<file path="config.mk">
export PLATFORM = sky130hd
export DESIGN_NAME = rcdc_cell
export DESIGN_NICKNAME = d
export VERILOG_FILES = /design/src/rtl/core/rcdc_pkg.sv /design/src/rtl/core/rcdc_cell.sv
export SDC_FILE = /design/constraint.sdc
export NUM_CORES = 1
export LEC_CHECK = 0
export BUFFER_PORTS_ARGS = -buffer_cell sky130_fd_sc_hd__buf_2
export CAP_MARGIN = 20
export CORE_MARGIN = 10
export CORE_UTILIZATION = 47
export CTS_BUF_LIST = sky130_fd_sc_hd__clkbuf_16
export DETAILED_ROUTE_END_ITERATION = 10
export PLACE_DENSITY = 0.8
export REMOVE_ABC_BUFFERS = 1
export SLEW_MARGIN = 20
export SYNTH_ARGS = -nofsm -noshare
export SYNTH_HDL_FRONTEND = slang
export SYNTH_SLANG_ARGS = --single-unit
export TNS_END_PERCENT = 1
</file>
<file path="constraint.sdc">
create_clock -name clk -period 2.3 [get_ports clk]
set_input_delay 0.575 -clock clk [delete_from_list [all_inputs] [get_ports clk]]
set_output_delay 0.575 -clock clk [all_outputs]
set_load 0.05 [all_outputs]
</file>
<file path="src/rtl/core/rcdc_pkg.sv">
// Shared constants, codes and transaction types for the remote code table door command unit.
package rcdc_pkg;

	localparam int SLOTS_DEFAULT = 128;
	// Slot index and fill mark widths cover the largest supported table (1024 slots).
	localparam int IDX_W      = 10;
	localparam int MARK_W     = IDX_W + 1;
	localparam int PAIR_W     = 32;
	localparam int SLOT_OUT_W = 7;

	localparam logic [1:0] OP_CMD    = 2'd0;
	localparam logic [1:0] OP_LEARN  = 2'd1;
	localparam logic [1:0] OP_DELETE = 2'd2;

	localparam logic [3:0] KEY_UP   = 4'd1;
	localparam logic [3:0] KEY_STOP = 4'd3;
	localparam logic [3:0] KEY_DOWN = 4'd4;

	localparam logic [1:0] CMD_NONE = 2'd0;
	localparam logic [1:0] CMD_UP   = 2'd1;
	localparam logic [1:0] CMD_DOWN = 2'd2;
	localparam logic [1:0] CMD_STOP = 2'd3;

	localparam logic [2:0] STAT_UNKNOWN  = 3'd0;
	localparam logic [2:0] STAT_MATCHED  = 3'd1;
	localparam logic [2:0] STAT_LEARNED  = 3'd2;
	localparam logic [2:0] STAT_KNOWN    = 3'd3;
	localparam logic [2:0] STAT_FULL     = 3'd4;
	localparam logic [2:0] STAT_DELETED  = 3'd5;
	localparam logic [2:0] STAT_NOTFOUND = 3'd6;

	// Search token that walks the cell chain, one cell per cycle.
	typedef struct packed {
		logic              valid;
		logic              live;   // pair is nonzero and the opcode searches
		logic              del;    // first matching cell clears itself
		logic [PAIR_W-1:0] pair;
		logic              hit;
		logic [IDX_W-1:0]  hit_idx;
		logic              empty;
		logic [IDX_W-1:0]  empty_idx;
	} rcdc_token_t;

	// Broadcast slot write used by learn.
	typedef struct packed {
		logic              en;
		logic [IDX_W-1:0]  idx;
		logic [PAIR_W-1:0] data;
	} rcdc_wr_t;

endpackage

</file>
<file path="src/rtl/core/rcdc_cell.sv">
// One table slot: holds a code pair, checks the passing search token and forwards it.
module rcdc_cell import rcdc_pkg::*; (
	input  logic              clk,
	input  logic              arst_n,
	input  logic [IDX_W-1:0]  slot_id,
	input  logic [MARK_W-1:0] mark,
	input  rcdc_token_t       tok_in,
	input  rcdc_wr_t          wr,
	output rcdc_token_t       tok_out
);

	logic [PAIR_W-1:0] slot_q;
	rcdc_token_t       tok_q;
	rcdc_token_t       tok_nxt;
	logic              searched;
	logic              match;
	logic              is_empty;

	assign searched = {1'b0, slot_id} < mark;
	assign match    = tok_in.valid && tok_in.live && !tok_in.hit && searched &&
	                  (slot_q == tok_in.pair);
	assign is_empty = (slot_q == '0);

	always_comb begin
		tok_nxt = tok_in;
		if (match) begin
			tok_nxt.hit     = 1'b1;
			tok_nxt.hit_idx = slot_id;
		end
		if (!tok_in.empty && is_empty) begin
			tok_nxt.empty     = 1'b1;
			tok_nxt.empty_idx = slot_id;
		end
	end

	always_ff @(posedge clk or negedge arst_n) begin
		if (!arst_n) begin
			slot_q <= '0;
		end else if (wr.en && wr.idx == slot_id) begin
			slot_q <= wr.data;
		end else if (match && tok_in.del) begin
			slot_q <= '0;
		end
	end

	always_ff @(posedge clk or negedge arst_n) begin
		if (!arst_n) begin
			tok_q.valid <= 1'b0;
		end else begin
			tok_q <= tok_nxt;
		end
	end

	assign tok_out = tok_q;

endmodule

</file>
* Word-level counts from Yosys, hierarchy flattened *
Index checks and enable logic that the tools add are counted.

word-level totals
  register bits after elaboration = 89
  input port bits = 123
  output and inout port bits = 57
  logic and storage cells = 27

cells by class
  magnitude comparators = 1
  equality and inequality tests = 2
  multiplexer cells = 4
  reduce and logical (&&, ||, !) cells = 11

operator list
  cell               number
  $mux 32            2
  $eq 32x32->1       1
  $logic_not 32->1   1
  $mux 10            2
  $lt 10x11->1       1
  $eq 10x10->1       1
  $logic_and 1x1->1  7
  $logic_not 1->1    2
  $reduce_bool 2->1  1

* Depth between registers and ports, before layout *
Gate-level depths: netlist of run 1.

  depth in word-level cells = 7
  depth in mapped cells = 8
  depth with buffers taken out = 7

* Least setup slack after synthesis of run 1 *
Ideal clock, no wire load.

  path kind = in2reg
  from = input mark[8]
  to = register tok_q, in the netlist tok_out[11] (data pin)
  library setup time = 0.260 ns
  data arrival time = 2.377 ns
  data required time = 2.040 ns
  slack = -0.337 ns
  cell stages on the path = 8
  path buffers = 1
  cells stage by stage = inv_1 ha_1 a21o_1 a2111o_1 nor4_4 o2111ai_2 buf_6 mux2_4

RTL lines
  item                    RTL line         source
  start: declaration      rcdc_cell.sv:6   input logic [MARK_W-1:0] mark,
  end signal: assignment  rcdc_cell.sv:50  tok_q <= tok_nxt;
  end: declaration        rcdc_cell.sv:13  rcdc_token_t tok_q;

==> results.json, run 1 <==
{
  "cts-root-to-sink-buffers": 2,
  "grt_setup_unrepaired": "yes",
  "nNetsFinal": 658,
  "final_area_mm2": 0.00562,
  "met3WireLength_um": 992,
  "globalplace.congestion": 0.807,
  "reg2reg_from": "slot_q[6]",
  "vias": 3252,
  "synth.cell_area_mm2": 0.00406,
  "finalWirelength_um": 12300,
  "post-dp-hpwl_um": 9820,
  "drt_first_iter_violations": 152,
  "async_reset_ff_share_pct": 37.1,
  "grt_antenna_before_repair": 0,
  "groute.usage.overall_pct": 18.7,
  "ir_worst_vdd_mv": 0.504,
  "post_dp_cell_area_mm2": 0.00527,
  "globalRoute.totalOverflow": 0,
  "cts_htree_levels": 3,
  "timing.critical_path.from_type": "input port",
  "detail_route.vias_per_cell": 5.11,
  "post_synth_num_cell_types": 29,
  "start_util_pct": 48.9,
  "share_of_the_yosys_chip_area_belonging_to_registers_pct": 61.7,
  "crit_path_max_fanout": 11,
  "drt.antenna.violating_nets": 0,
  "remaining_drcs": 0,
  "synthesis.area_per_instance_um2": 12.4,
  "max_slew_margin_pct": 77.1,
  "synth-edff-count": 56,
  "timing.setup.critical_path_class": "in2reg",
  "boundaryPins": 180,
  "insertedDiodeCount": 0,
  "setup_viol": 0,
  "cts.hold.buffers_added": 0,
  "yosys_most_used_dff": "edfxtp_1",
  "floorplan.core_area_mm2": 0.00830,
  "fp.dieArea_mm2": 0.0128,
  "commonest_non_fill_non_tap_cells_in_the_layout": "buf_2 (175), nand2_1 (68), edfxtp_1 (56)",
  "drt_pass1_iterations": 4,
  "layout_worst_path_cycle_share_pct": 99.6,
  "wl_met1_um": 4830,
  "commonest_non_fill_non_tap_cell_in_the_layout": "buf_2",
  "cts_num_sinks": 89,
  "numPortBuffers": 179,
  "std_cell_rows": 33,
  "synth.yosys.warnings": 0,
  "critical_path_required_ps": 2380,
  "run_status": "finished, final reports clean",
  "final_hold_violations": 0,
  "critical_path_end_type": "flip-flop",
  "die_w_um": 113,
  "power.density_mw_per_mm2": 744,
  "power_leakage_nw": 2.50,
  "drive_gt1_share_pct": 46.0,
  "clock_skew_ps": 10.4,
  "arrival_ps": 2370,
  "critPathLaunch": "slot_id[8]",
  "postCtsSetupBuffers": 0,
  "slew_violations": 0,
  "flip_flop_and_latch_count_after_synthesis": 89,
  "wire_per_inst_um": 19.4,
  "worst-slew-pin-transition_ps": 343,
  "cts.reportedPaths.clkPinSlew_ps": 70,
  "top_routing_layer_in_use": "met4",
  "cts_tree": "done",
  "numCtsBuffers": 9,
  "period_minus_slack_ps": 2290,
  "clock_latency_ps": 330,
  "global_route_wire_length_before_repair_um": 19000,
  "hp-class": "in2async",
  "fin_setup_tns_ps": 0,
  "drv.max_cap_violation_count": 0,
  "grt_max_degree": 44,
  "synthToLayoutAreaGrowth_pct": 38.3,
  "synthesis.instances": 328,
  "cts_root_buf": "clkbuf_16",
  "die_height_um": 113,
  "fmax_mhz": 437,
  "wl_met2_um": 6390,
  "first_global_vias": 3503
}
-- cell type report --
type                       count  area, um^2
clock buffer                   9         225
clock inverter                 7        68.8
fill                         667        2680
inverter                      10        40.0
multi-input combinational    217        1500
sequential                    89        2510
tap                          105         131
timing repair buffer         199        1150
-- where the power goes --
group / switching [W] / internal (W)
clock: 0.000600 / 0.000842
combinational: 0.000556 / 0.000313
sequential: 0.0000376 / 0.00183
-- routing by layer --
layer	track usage, %	vias to the layer above
met3	6.08	10
met1	21.5	1545
met5	0	-
met4	4.65	0
li1	-	1565
met2	32.9	132
-- flip-flops by register name, summed over array words and instances, names as in the netlist --
| name | flops |
|---|---|
| tok_out | 57 |
| slot_q | 32 |
-- critical path, stage by stage --
cell	delay, ps
buf_8	100
ha_4	230
a21o_1	160
a2111o_1	450
nor4_4	180
o2111ai_2	180
buf_12	190
mux2_4	300
-- synthesized netlist by cell type, types with 4 or more instances --
cell type   n  area, um^2
inv_1      10        37.5
nand4_1    12        75.1
mux2_4      9         135
clkbuf_1    7        26.3
dfrtp_1    33         826
ha_1        9         113
mux2_2     11         124
nand2_1    68         255
xnor2_1    42         368
edfxtp_1   56        1680
nor4_1      7        43.8
buf_2       4        20.0
nor3_1      4        20.0
a21oi_1     4        20.0
o21ai_0    31         155
-- path summary, 6_finish.rpt --
| check | endpoint | slack (ps) | depth (start not counted) |
|---|---|---|---|
| max in group asynchronous | slot_q[28] | 1650 | 2 |
| setup / recovery | tok_out[18] | 9 | 8 |
| hold / removal | slot_q[11] | 130 | 1 |
| hold reg to reg | slot_q[20] | 560 | 2 |
| min in group clk | tok_out[56] | 370 | 1 |
| setup reg to reg | tok_out[18] | 220 | 6 |
-- stage by stage --
step                      worst slack [ps]  cells  power [W]  hold WS (ps)  util [%]
after floorplan                       -506    316    0.00241           279         -
after global placement                -510    620    0.00274           479      63.5
after detailed placement              -593    620    0.00276           484      63.5
after CTS                            -1.43    636    0.00421           127      67.6
after global routing                 -38.2    636    0.00434           129      67.7
final                                 9.17    636    0.00418           125      67.7
-- timing repair --
item                                    in CTS  in global routing
pin swaps                                    2                  0
endpoints found under the setup margin      40                 10
gates resized for setup                     11                  1
-- kinds of logic (layout without fill, tap and decap cells) --
family                   count (synthesis)  in the layout  synth area share (%)
buffers and inverters                   22            225                  2.34
multiplexers                            20             20                  6.38
XOR/XNOR                                42             42                  9.06
AO/OA/AOI/OAI                           42             42                  5.79
adder cells (fa/ha/maj)                  9              9                  2.77
flip-flops                              89             89                  61.7
AND/OR/NAND/NOR                        104            104                  11.9
(Power assumes the default switching activity.)
==> run 2, diff against run 1 <==
--- a/config.mk
+++ b/config.mk
@@ -11,7 +11,7 @@
 export CORE_UTILIZATION = 47
 export CTS_BUF_LIST = sky130_fd_sc_hd__clkbuf_16
 export DETAILED_ROUTE_END_ITERATION = 10
-export PLACE_DENSITY = 0.8
+export PLACE_DENSITY = 0.77
 export REMOVE_ABC_BUFFERS = 1
 export SLEW_MARGIN = 20
 export SYNTH_ARGS = -nofsm -noshare
==> run 2 against run 1 <==
Wire length fell by 0.91%. Die area did not move. Via count rose by 0.89%. Sequential share of layout area rose by 0.090 points. Clock skew fell by 3.7 ps. Count of clock-buffer cells in the layout did not move. Final cell count rose by 0.79%. Sequential power barely moved. Combinational power barely moved. Power fell by 1.3%. Critical path type unchanged. Largest power group unchanged. Highest routed layer unchanged.
==> results.json, run 2 (synthesized netlist as in run 1, its figures left out) <==
{
  "run_status": "finished, final reports clean",
  "drt_pass1_iterations": 4,
  "worst-slew-pin-transition_ps": 365,
  "footprint_of_the_multi_input_gates_mm2": 0.00149,
  "hp-class": "in2async",
  "timing.reg2reg.setup_slack_ps": 240,
  "commonest_non_fill_non_tap_cell_in_the_layout": "buf_2",
  "finalWirelength_um": 12200,
  "arrival_ps": 2370,
  "detail_route.vias_per_cell": 5.12,
  "wire_per_inst_um": 19.0,
  "timing.setup.critical_path_class": "in2reg",
  "hold_slack_ps": 156,
  "cts.reportedPaths.clkPinSlew_ps": 60,
  "post_dp_cell_area_mm2": 0.00526,
  "first_global_vias": 3642,
  "synthToLayoutAreaGrowth_pct": 38.0,
  "slew_violations": 0,
  "globalRoute.totalOverflow": 0,
  "period_minus_slack_ps": 2290,
  "cts-root-to-sink-buffers": 2,
  "commonest_non_fill_non_tap_cells_in_the_layout": "buf_2 (176), nand2_1 (68), edfxtp_1 (56)",
  "cts_tree": "done",
  "crit_path_max_fanout": 5,
  "cts_root_buf": "clkbuf_16",
  "fin_setup_tns_ps": 0,
  "floorplan.core_area_mm2": 0.00830,
  "sequential_cell_area_mm2": 0.00251,
  "remaining_drcs": 0,
  "nNetsFinal": 661,
  "critical-path-slowest-cell": "a2111o_1",
  "drive_gt1_share_pct": 45.1,
  "critical_path_end_type": "flip-flop",
  "final_hold_violations": 0,
  "worstPathCellList": "buf_8 -> ha_4 -> and2b_1 -> a2111o_1 -> nor4_4 -> o2111ai_2 -> buf_6 -> mux2_4",
  "boundaryPins": 180,
  "vias": 3281,
  "setup_viol": 0,
  "groute.usage.overall_pct": 18.7,
  "fp.dieArea_mm2": 0.0128,
  "critical_path.max_stage_delay_ps": 460,
  "power_leakage_nw": 2.51,
  "drt_first_iter_violations": 184,
  "numPortBuffers": 179,
  "critical_path_required_ps": 2370,
  "cts_htree_levels": 3,
  "die_w_um": 113,
  "die_height_um": 113,
  "post-dp-hpwl_um": 9710,
  "grt_antenna_before_repair": 2,
  "drt.antenna.violating_nets": 0,
  "timing.critical_path.from_type": "input port",
  "start_util_pct": 48.9,
  "fmax_mhz": 437,
  "fillerInstances": 639,
  "largest_register_ff_count": 57,
  "cts_num_sinks": 89,
  "std_cell_rows": 33,
  "total_power_w": 0.00412,
  "grt_max_degree": 41,
  "final_area_mm2": 0.00560,
  "layout_worst_path_cycle_share_pct": 99.6,
  "clock_skew_ps": 6.64,
  "power.density_mw_per_mm2": 736,
  "global_route_wire_length_before_repair_um": 19000,
  "max_slew_margin_pct": 75.5,
  "drv.max_cap_violation_count": 0,
  "grt_setup_unrepaired": "yes",
  "globalplace.congestion": 0.887,
  "clock_latency_ps": 330,
  "ir_worst_vdd_mv": 0.647,
  "numCtsBuffers": 9,
  "cts.hold.buffers_added": 0
}
==> run 2: metal layers <==
| layer | vias up | global-route usage (%) | part of all wire, % |
|---|---|---|---|
| met5 | - | 0 | 0 |
| met2 | 147 | 31.6 | 50 |
| met3 | 19 | 6.81 | 9.9 |
| li1 | 1568 | - | - |
| met1 | 1547 | 21.1 | 38 |
| met4 | 0 | 6.94 | 2.3 |
==> run 2: worst paths after layout <==
kind	startpoint	endpoint	depth (start not counted)
setup / recovery	slot_id[9]	tok_out[17]	8
hold / removal	arst_n	slot_q[20]	1
setup reg to reg	slot_q[19]	tok_out[17]	6
hold reg to reg	slot_q[20]	slot_q[20]	2
max in group asynchronous	arst_n	slot_q[8]	3
min in group clk	tok_in[56]	tok_out[56]	1
==> run 2: timing repair <==
item,CTS,global route
setup endpoints to repair,41,10
pin swaps,4,2
buffers inserted,1,0
gates resized for setup,8,2
==> run 2: report_power, final <==
part           internal [W]  leakage [nW]  switching, W
sequential          0.00183          1.00     0.0000379
clock              0.000823         0.148      0.000567
combinational      0.000312          1.36      0.000555
total               0.00296          2.51       0.00116
==> run 2: area by class of cell <==
| cell class | count | area share [%] |
|---|---|---|
| diodes | 2 | 0.0893 |
| clock buffers | 9 | 4.02 |
| clock inverters | 7 | 1.00 |
| inverters | 10 | 0.714 |
| multi-input cells | 217 | 26.7 |
| flip-flops and latches | 89 | 44.7 |
| well taps | 105 | 2.34 |
| repair buffers | 202 | 20.4 |
==> run 2: worst max-delay path, delay by kind of cell <==
| kind | cells | cell delay (ps) |
|---|---|---|
| compound gates | 2 | 640 |
| fa+ha+maj | 1 | 220 |
| buf+inv | 2 | 280 |
| simple gates | 2 | 350 |
| mux | 1 | 300 |
==> run 2: metrics by stage <==
stage	utilization, %	cells	setup WS, ps
after CTS	67.4	639	-1.12
final	67.5	641	9.32
after global routing	67.5	640	-40.6
after detailed placement	63.4	622	-563
after floorplan	-	316	-506
after global placement	63.4	622	-505
